## config.mk

```make
export PLATFORM = sky130hd
export DESIGN_NAME = pbb_cfg_seq
export DESIGN_NICKNAME = d
export VERILOG_FILES = /design/src/rtl/core/pbb_pkg.sv /design/src/rtl/core/pbb_cfg_seq.sv
export SDC_FILE = /design/constraint.sdc
export NUM_CORES = 1
export LEC_CHECK = 0
export BUFFER_PORTS_ARGS = -buffer_cell sky130_fd_sc_hd__clkbuf_2
export CAP_MARGIN = 10
export CORE_MARGIN = 3
export CORE_UTILIZATION = 45
export CTS_BUF_LIST = sky130_fd_sc_hd__clkbuf_4 sky130_fd_sc_hd__clkbuf_8 sky130_fd_sc_hd__clkbuf_16
export CTS_CLUSTER_SIZE = 28
export DETAILED_ROUTE_END_ITERATION = 8
export PLACE_DENSITY = 0.72
export SYNTH_ARGS = -nofsm -noshare
export SYNTH_HDL_FRONTEND = slang
export SYNTH_SLANG_ARGS = --single-unit
```

## constraint.sdc

```tcl
create_clock -name clk -period 3.57 [get_ports clk]
set_clock_uncertainty 0.15 [all_clocks]
set_input_delay 0 -clock clk [delete_from_list [all_inputs] [get_ports clk]]
set_output_delay 0 -clock clk [all_outputs]
set_load 0.02 [all_outputs]
```

## src/rtl/core/pbb_pkg.sv

```systemverilog
// Shared constants, types and pixel helper functions for the blend blit block.
// Depends on nothing; the top level, sequencer, pipeline and testbench files import it, the port checker does not.
`timescale 1ns / 1ps

package pbb_pkg;

	localparam int FB_WIDTH = 256;
	localparam int FB_HEIGHT = 256;
	localparam int FB_AW = $clog2(FB_WIDTH * FB_HEIGHT);
	localparam int FB_DEPTH = FB_WIDTH * FB_HEIGHT;

	// Position before the framebuffer bounds check: offset plus rectangle corner.
	localparam int POS_W = 9;

	localparam logic [31:0] SPREAD_MASK = 32'b00000111111000001111100000011111;

	localparam int CFG_IDX_W = 3;
	localparam int CFG_DATA_W = 9;

	localparam logic [CFG_IDX_W-1:0] REG_FORMAT = 3'd0;
	localparam logic [CFG_IDX_W-1:0] REG_LEFT = 3'd1;
	localparam logic [CFG_IDX_W-1:0] REG_TOP = 3'd2;
	localparam logic [CFG_IDX_W-1:0] REG_WIDTH = 3'd3;
	localparam logic [CFG_IDX_W-1:0] REG_HEIGHT = 3'd4;

	localparam logic FMT_565 = 1'b0;
	localparam logic FMT_RGBA = 1'b1;

	// One accepted byte as seen by the read-modify-write pipeline.
	typedef struct packed {
		logic [7:0] data;
		logic mode;
		logic ign;
		logic last;
		logic on;
		logic fin;
		logic [7:0] col;
		logic [7:0] row;
		logic [FB_AW-1:0] addr;
		logic [15:0] fg;
	} pbb_item_t;

	function automatic logic [15:0] rgb888_to_565(input logic [23:0] c);
		return {c[23:19], c[15:10], c[7:3]};
	endfunction

	// Green moves to the top half so each channel has headroom for the lerp.
	function automatic logic [31:0] spread565(input logic [15:0] c);
		return {c, c} & SPREAD_MASK;
	endfunction

	function automatic logic [15:0] fold565(input logic [31:0] r);
		return r[31:16] | r[15:0];
	endfunction

	function automatic logic [5:0] alpha_scale(input logic [7:0] a8);
		logic [8:0] t;
		t = {1'b0, a8} + 9'd4;
		return t[8:3];
	endfunction

endpackage

```

## src/rtl/core/pbb_cfg_seq.sv

```systemverilog
// Configuration registers and the byte sequencer that walks the rectangle.
// Depends on pbb_pkg; produces one item description per accepted beat.
`timescale 1ns / 1ps

module pbb_cfg_seq
	import pbb_pkg::*;
(
	input  logic clk,
	input  logic arst_n,
	input  logic cfg_valid,
	input  logic [CFG_IDX_W-1:0] cfg_index,
	input  logic [CFG_DATA_W-1:0] cfg_data,
	input  logic take,
	input  logic [7:0] data_byte,
	output pbb_item_t item
);

	logic fmt_q;
	logic [7:0] left_q;
	logic [7:0] top_q;
	logic [8:0] width_q;
	logic [8:0] height_q;

	logic [1:0] phase_q;
	logic [7:0] col_off_q;
	logic [7:0] row_off_q;
	logic done_q;
	logic [23:0] accum_q;

	logic [7:0] w_m1;
	logic [7:0] h_m1;
	logic [1:0] bpp_m1;
	logic last;
	logic row_end;
	logic [POS_W-1:0] col;
	logic [POS_W-1:0] row;
	logic on;
	logic cfg_hit;

	// Width and height of zero act as one, anything above 256 as 256.
	always_comb begin
		if (width_q == 9'd0) begin
			w_m1 = 8'd0;
		end else if (width_q > 9'd256) begin
			w_m1 = 8'd255;
		end else begin
			w_m1 = 8'(width_q - 9'd1);
		end
		if (height_q == 9'd0) begin
			h_m1 = 8'd0;
		end else if (height_q > 9'd256) begin
			h_m1 = 8'd255;
		end else begin
			h_m1 = 8'(height_q - 9'd1);
		end
	end

	assign bpp_m1 = (fmt_q == FMT_RGBA) ? 2'd3 : 2'd1;
	assign last = (phase_q == bpp_m1);
	assign row_end = (col_off_q == w_m1);
	assign col = {1'b0, col_off_q} + {1'b0, left_q};
	assign row = {1'b0, row_off_q} + {1'b0, top_q};
	assign on = (32'(col) < FB_WIDTH) && (32'(row) < FB_HEIGHT);

	always_comb begin
		item.data = data_byte;
		item.mode = fmt_q;
		item.ign = done_q;
		item.last = last;
		item.on = on;
		item.fin = last && row_end && (row_off_q == h_m1);
		item.col = col[7:0];
		item.row = row[7:0];
		item.addr = FB_AW'(32'(row) * FB_WIDTH + 32'(col));
		item.fg = rgb888_to_565(accum_q);
	end

	always_comb begin
		unique case (cfg_index) inside
			REG_FORMAT, REG_LEFT, REG_TOP, REG_WIDTH, REG_HEIGHT: cfg_hit = cfg_valid;
			default: cfg_hit = 1'b0;
		endcase
	end

	always_ff @(posedge clk or negedge arst_n) begin
		if (!arst_n) begin
			fmt_q <= FMT_565;
			left_q <= 8'd0;
			top_q <= 8'd0;
			width_q <= 9'd1;
			height_q <= 9'd1;
		end else if (cfg_valid) begin
			unique case (cfg_index)
				REG_FORMAT: fmt_q <= cfg_data[0];
				REG_LEFT: left_q <= cfg_data[7:0];
				REG_TOP: top_q <= cfg_data[7:0];
				REG_WIDTH: width_q <= cfg_data;
				REG_HEIGHT: height_q <= cfg_data;
				default: ;
			endcase
		end
	end

	always_ff @(posedge clk or negedge arst_n) begin
		if (!arst_n) begin
			phase_q <= 2'd0;
			col_off_q <= 8'd0;
			row_off_q <= 8'd0;
			done_q <= 1'b0;
			accum_q <= 24'd0;
		end else if (cfg_hit) begin
			phase_q <= 2'd0;
			col_off_q <= 8'd0;
			row_off_q <= 8'd0;
			done_q <= 1'b0;
			accum_q <= 24'd0;
		end else if (take && !done_q) begin
			done_q <= item.fin;
			if (fmt_q == FMT_RGBA) begin
				accum_q <= {accum_q[15:0], data_byte};
			end
			if (last) begin
				phase_q <= 2'd0;
				if (row_end) begin
					col_off_q <= 8'd0;
					row_off_q <= row_off_q + 8'd1;
				end else begin
					col_off_q <= col_off_q + 8'd1;
				end
			end else begin
				phase_q <= phase_q + 2'd1;
			end
		end
	end

endmodule

```

# Word-level counts from Yosys, hierarchy flattened
# Index checks and enable logic that the tools add are counted.
[word_totals] ff_bits=78 latchBits=0 ramBits=0 rom_bits=0 input_bits=24 elab_cells=72 memories=0
[classes] addsub=8 multipliers=0 div_mod_pow=0 magnitude_cmp=4 n_eq_ne=7 shift=0 n_mux=22 bitwise_logic=0 n_reduce_logical=21
[op_table] op="2-to-1 mux 8 bit" count=12
[op_table] op="2-to-1 mux 24 bit" count=3
[op_table] op="adder 8 x 8 -> 9 bit" count=2
[op_table] op="> comparator 9 bit (second input constant)" count=2
[op_table] op="zero test 9 bit" count=2
[op_table] op="less-than comparator 9 bit (second input constant)" count=2
[op_table] op="adder 16 x 9 -> 16 bit" count=1
[op_table] op="adder 8 x 1 -> 8 bit (second input constant)" count=2
[op_table] op="equality test 8 bit" count=2
[op_table] op="subtractor 8 x 1 -> 8 bit (second input constant)" count=2
[op_table] op="AND reduction 2 bit" count=7
[op_table] op="2-to-1 mux 2 bit" count=4
[op_table] op="nonzero test 2 bit" count=4
[op_table] op="equality test 3 x 2 -> 1 bit (second input constant)" count=2
[op_table] op="OR reduction 5 bit" count=1
[op_table] op="logical AND 1 bit" count=4
[op_table] op="equality test 3 x 1 -> 1 bit (second input constant)" count=1
[op_table] op="equality test 3 bit (second input constant)" count=1
[op_table] op="zero test 3 bit" count=1
[op_table] op="2-to-1 mux 1 bit" count=3
[op_table] op="AND reduction 3 bit" count=1
[op_table] op="adder 2 x 1 -> 2 bit (second input constant)" count=1
[op_table] op="equality test 2 bit" count=1
[op_table] op="zero test 1 bit" count=1

# Longest topological paths before layout
[depth] ltp_word=8 mapped_depth=13 depth_no_buf=13

# Worst setup path after synthesis
# No wires, ideal clock.
[synth_path] kind="reg2out" from="register width_q[0]" to="output port item[48] in the netlist's numbering" arrival_time_ns=2.876 t_required_ns=3.420 path_slack_ns=0.544 path_stages_with_launch=10 path_buffers=0 cell_sequence="dfstp_2 inv_1 ha_1 or4b_1 or4b_1 nand3_1 xnor2_1 nand4_2 or4_4 nor2_1"
[synth_lines] item="from (decl)" line="pbb_cfg_seq.sv:21" text="logic [8:0] width_q;"
[synth_lines] item="from (signal assigned)" line="pbb_cfg_seq.sv:97" text="REG_WIDTH: width_q <= cfg_data;"
[synth_lines] item="to (decl)" line="pbb_cfg_seq.sv:15" text="output pbb_item_t item"

==> flow_metrics.env <==
export IMPL_rr_startpoint="width_q[0]"
export IMPL_clock_sinks=71
export IMPL_cts_buffers=9
export IMPL_fp_dieH_um=110
export IMPL_async_flop_share_pct=100
export IMPL_netlist_area_um2=4840
export IMPL_maxSlewViolCount=0
export IMPL_min_delay_start="cfg_valid"
export IMPL_vdd_drop_max_v=0.000215
export IMPL_crit_type="reg -> out"
export IMPL_synth_nets=559
export IMPL_die_area_um2=12000
export IMPL_cp_data_arrival_time_ns=3.26
export IMPL_grt_pass1_vias=3728
export IMPL_synth_cell_types=72
export IMPL_cpPeakStageDelay_ns=0.57
export IMPL_fin_crit_sh_pct=95.6
export IMPL_synthTopCellsByArea="dfrtp_1, mux2_2, ha_1"
export IMPL_worst_path_stages=10
export IMPL_p_per_area_nw_per_um2=482
export IMPL_fin_crit_ns=3.41
export IMPL_antenna_found_initial=0
export IMPL_tritoncts="done"
export IMPL_portBuffers=80
export IMPL_grt_max_degree=42
export IMPL_hold_ws_ns=0.0411
export IMPL_grt_util_met1_pct=27.9
export IMPL_clk_latency_ns=0.35
export IMPL_synthCells=511
export IMPL_min_delay_path_depth=3
export IMPL_synth_top_cell_area_share_pct=35.7
export IMPL_clk_pin_slew_worst_paths_ns=0.08
export IMPL_wirelength_um=11800
export IMPL_drive_above_1_share_pct=28.0
export IMPL_grt_overflow=0
export IMPL_dr_pass1_iters=5
export IMPL_status="complete, no violations"
export IMPL_final_cell_mix="clkbuf_2, dfrtp_1, nand2_1, a21oi_1, mux2_2"
export IMPL_path_buf_inv=2
export IMPL_yosysSeqAreaShare_pct=36.7
export IMPL_start_kind="flip-flop"
export IMPL_initialDrtViolationCount=257
export IMPL_max_freq_ghz=0.293
export IMPL_reg2reg_slack_ns=0.43
export IMPL_fp_dieW_um=110
export IMPL_worst_slew_pin_slew_ns=1.11
export IMPL_viasPerCell=5.52
export IMPL_cp_slowest_cell="or4_4"
export IMPL_route_antenna_remaining_nets=0
export IMPL_use_met2_pct=32.3
export IMPL_leakagePower_nw=2.53
export IMPL_path_delay_family="simple AND/OR/NAND/NOR gates"
export IMPL_r2r_cells=9
export IMPL_ioPinCount=85
export IMPL_holdCritPathClass="in -> reg"
export IMPL_yosysTopAreaCell="dfrtp_1"
export IMPL_setup_viol=0
export IMPL_reg2reg_to="done_q"
export IMPL_coreArea_um2=10400
export IMPL_h_tree_depth=3
export IMPL_final_nets=628
export IMPL_drc_errors=0
export IMPL_grt_busiest_layer="met2"
export IMPL_setup_worst_path_start="width_q[0]"
export IMPL_ys_seq_elements=71
export IMPL_start_util_pct=46.5
export IMPL_wire_per_inst_um=16.3
export IMPL_insertedDiodeCount=0
export IMPL_maxSlewHeadroom_pct=26.3
export IMPL_grt_usage_pct=20.1
export IMPL_hold_viol_final=0
export IMPL_syn_to_final_growth_pct=16.1
export IMPL_clockRootBuffer="clkbuf_8"
export IMPL_required_ns=3.42
export IMPL_max_cap_violations=0
export IMPL_use_met3_pct=2.76
export IMPL_placed_cell_area_um2=5120
export IMPL_cts_buffer_depth=2
export IMPL_synth_edf_count=0
export IMPL_synth_area_per_cell_um2=9.48
export IMPL_hpwl_um=8680
export IMPL_critPathCaptureType="output port"
export IMPL_gp_congestion=0.921
export IMPL_crit_path_end="item[48]"
export IMPL_final_common_cell="clkbuf_2"
export IMPL_crit_fanout=6
export IMPL_stdcell_area_um2=5620
export IMPL_yosysWarningCount=0
export IMPL_rows=37
export IMPL_grt_pass1_wl_um=19000
export IMPL_path_cells="inv_1, ha_1, or4b_4, or4b_1, nand3_1, xnor2_2, nand4_2, or4_4, nor2_1, buf_4"
export IMPL_synthFlopType="dfrtp_1"
export IMPL_num_vias=3980
## cell usage after synthesis, drive strengths merged (12+ instances only)
cell type,n
dfrtp,69
nand3,12
nand2,60
inv,18
ha,22
o21ai,15
clkbuf,18
a21oi,38
nor3,17
buf,37
mux2,32
nor2,13
xnor2,24
## worst min-delay path by stage
| stage | endpoint | slack, ns |
|---|---|---|
| after floorplan | accum_q[10] | -0.45 |
| after global placement | item[53] | -0.15 |
| after detailed placement | item[53] | -0.15 |
| after CTS | fmt_q | 0.03 |
| after global routing | fmt_q | 0.04 |
| final | fmt_q | 0.04 |
## power breakdown
group	leakage [nW]	internal (mW)	total, mW	switching (mW)
combinational	1.53	0.404	0.993	0.589
sequential	0.911	0.921	1.06	0.139
clock	0.0925	0.334	0.656	0.322
total	2.53	1.66	2.71	1.05
## per-layer routing
layer  wire length [µm]  up-vias
li1                   -     1958
met1               5540     1915
met5                  0        -
met2               5670       93
met4                182        0
met3                374       14
## cells by family after synthesis
logic type                 share of synthesized area (%)
AOI/OAI and AO/OA                                   14.1
xor gates and xnor gates                            6.15
adders and majority gates                           6.51
buffers and inverters                               8.86
DFF                                                 36.7
muxes                                               8.48
and+or+nand+nor                                     19.1
## final cells by class
class,instances,area (µm²)
inverters,18,67.6
clock inverters,6,70.1
well taps,136,170
multi-input cells,365,2680
fillers,948,4790
flip-flops and latches,71,1780
clock buffers,10,131
repair buffers,115,726
## sequential cells by signal (all words and copies together) (netlist names)
register and count:
phase_q 2, top_q 8, accum_q 17, left_q 8
width_q 9, fmt_q 1, height_q 9, done_q 1
row_off_q 8, col_off_q 8
## metrics by stage
step / setup TNS (ns) / util, % / total power [mW] / setup WS [ns] / instances
6_report: 0 / 54.0 / 2.71 / 0.157 / 721
5_1_grt: -0.0170 / 54.0 / 2.88 / -0.0170 / 721
4_1_cts: 0 / 53.4 / 2.70 / 0.0149 / 718
3_5_place_dp: 0 / 49.1 / 2.02 / 0.296 / 679
3_3_place_gp: 0 / 49.1 / 2.00 / 0.389 / 679
2_1_floorplan: 0 / - / 1.80 / 0.544 / 511
## worst reg2reg max path, cell delays in order (launching register included)
cell	delay (ns)
dfstp_2	0.40
inv_1	0.10
ha_1	0.19
or4b_4	0.47
or4b_1	0.47
nand3_1	0.15
xnor2_2	0.15
nand4_2	0.17
or4_4	0.58
o31ai_2	0.23
## repair_timing
action	4_1_cts	5_1_grt
gates resized for setup	2	13
endpoints found under the setup margin	3	5
hold buffers	23	0
hold endpoints to repair	85	0
buffers inserted	0	3
pin swaps	0	4
Power figures use the tool's default switching activity.
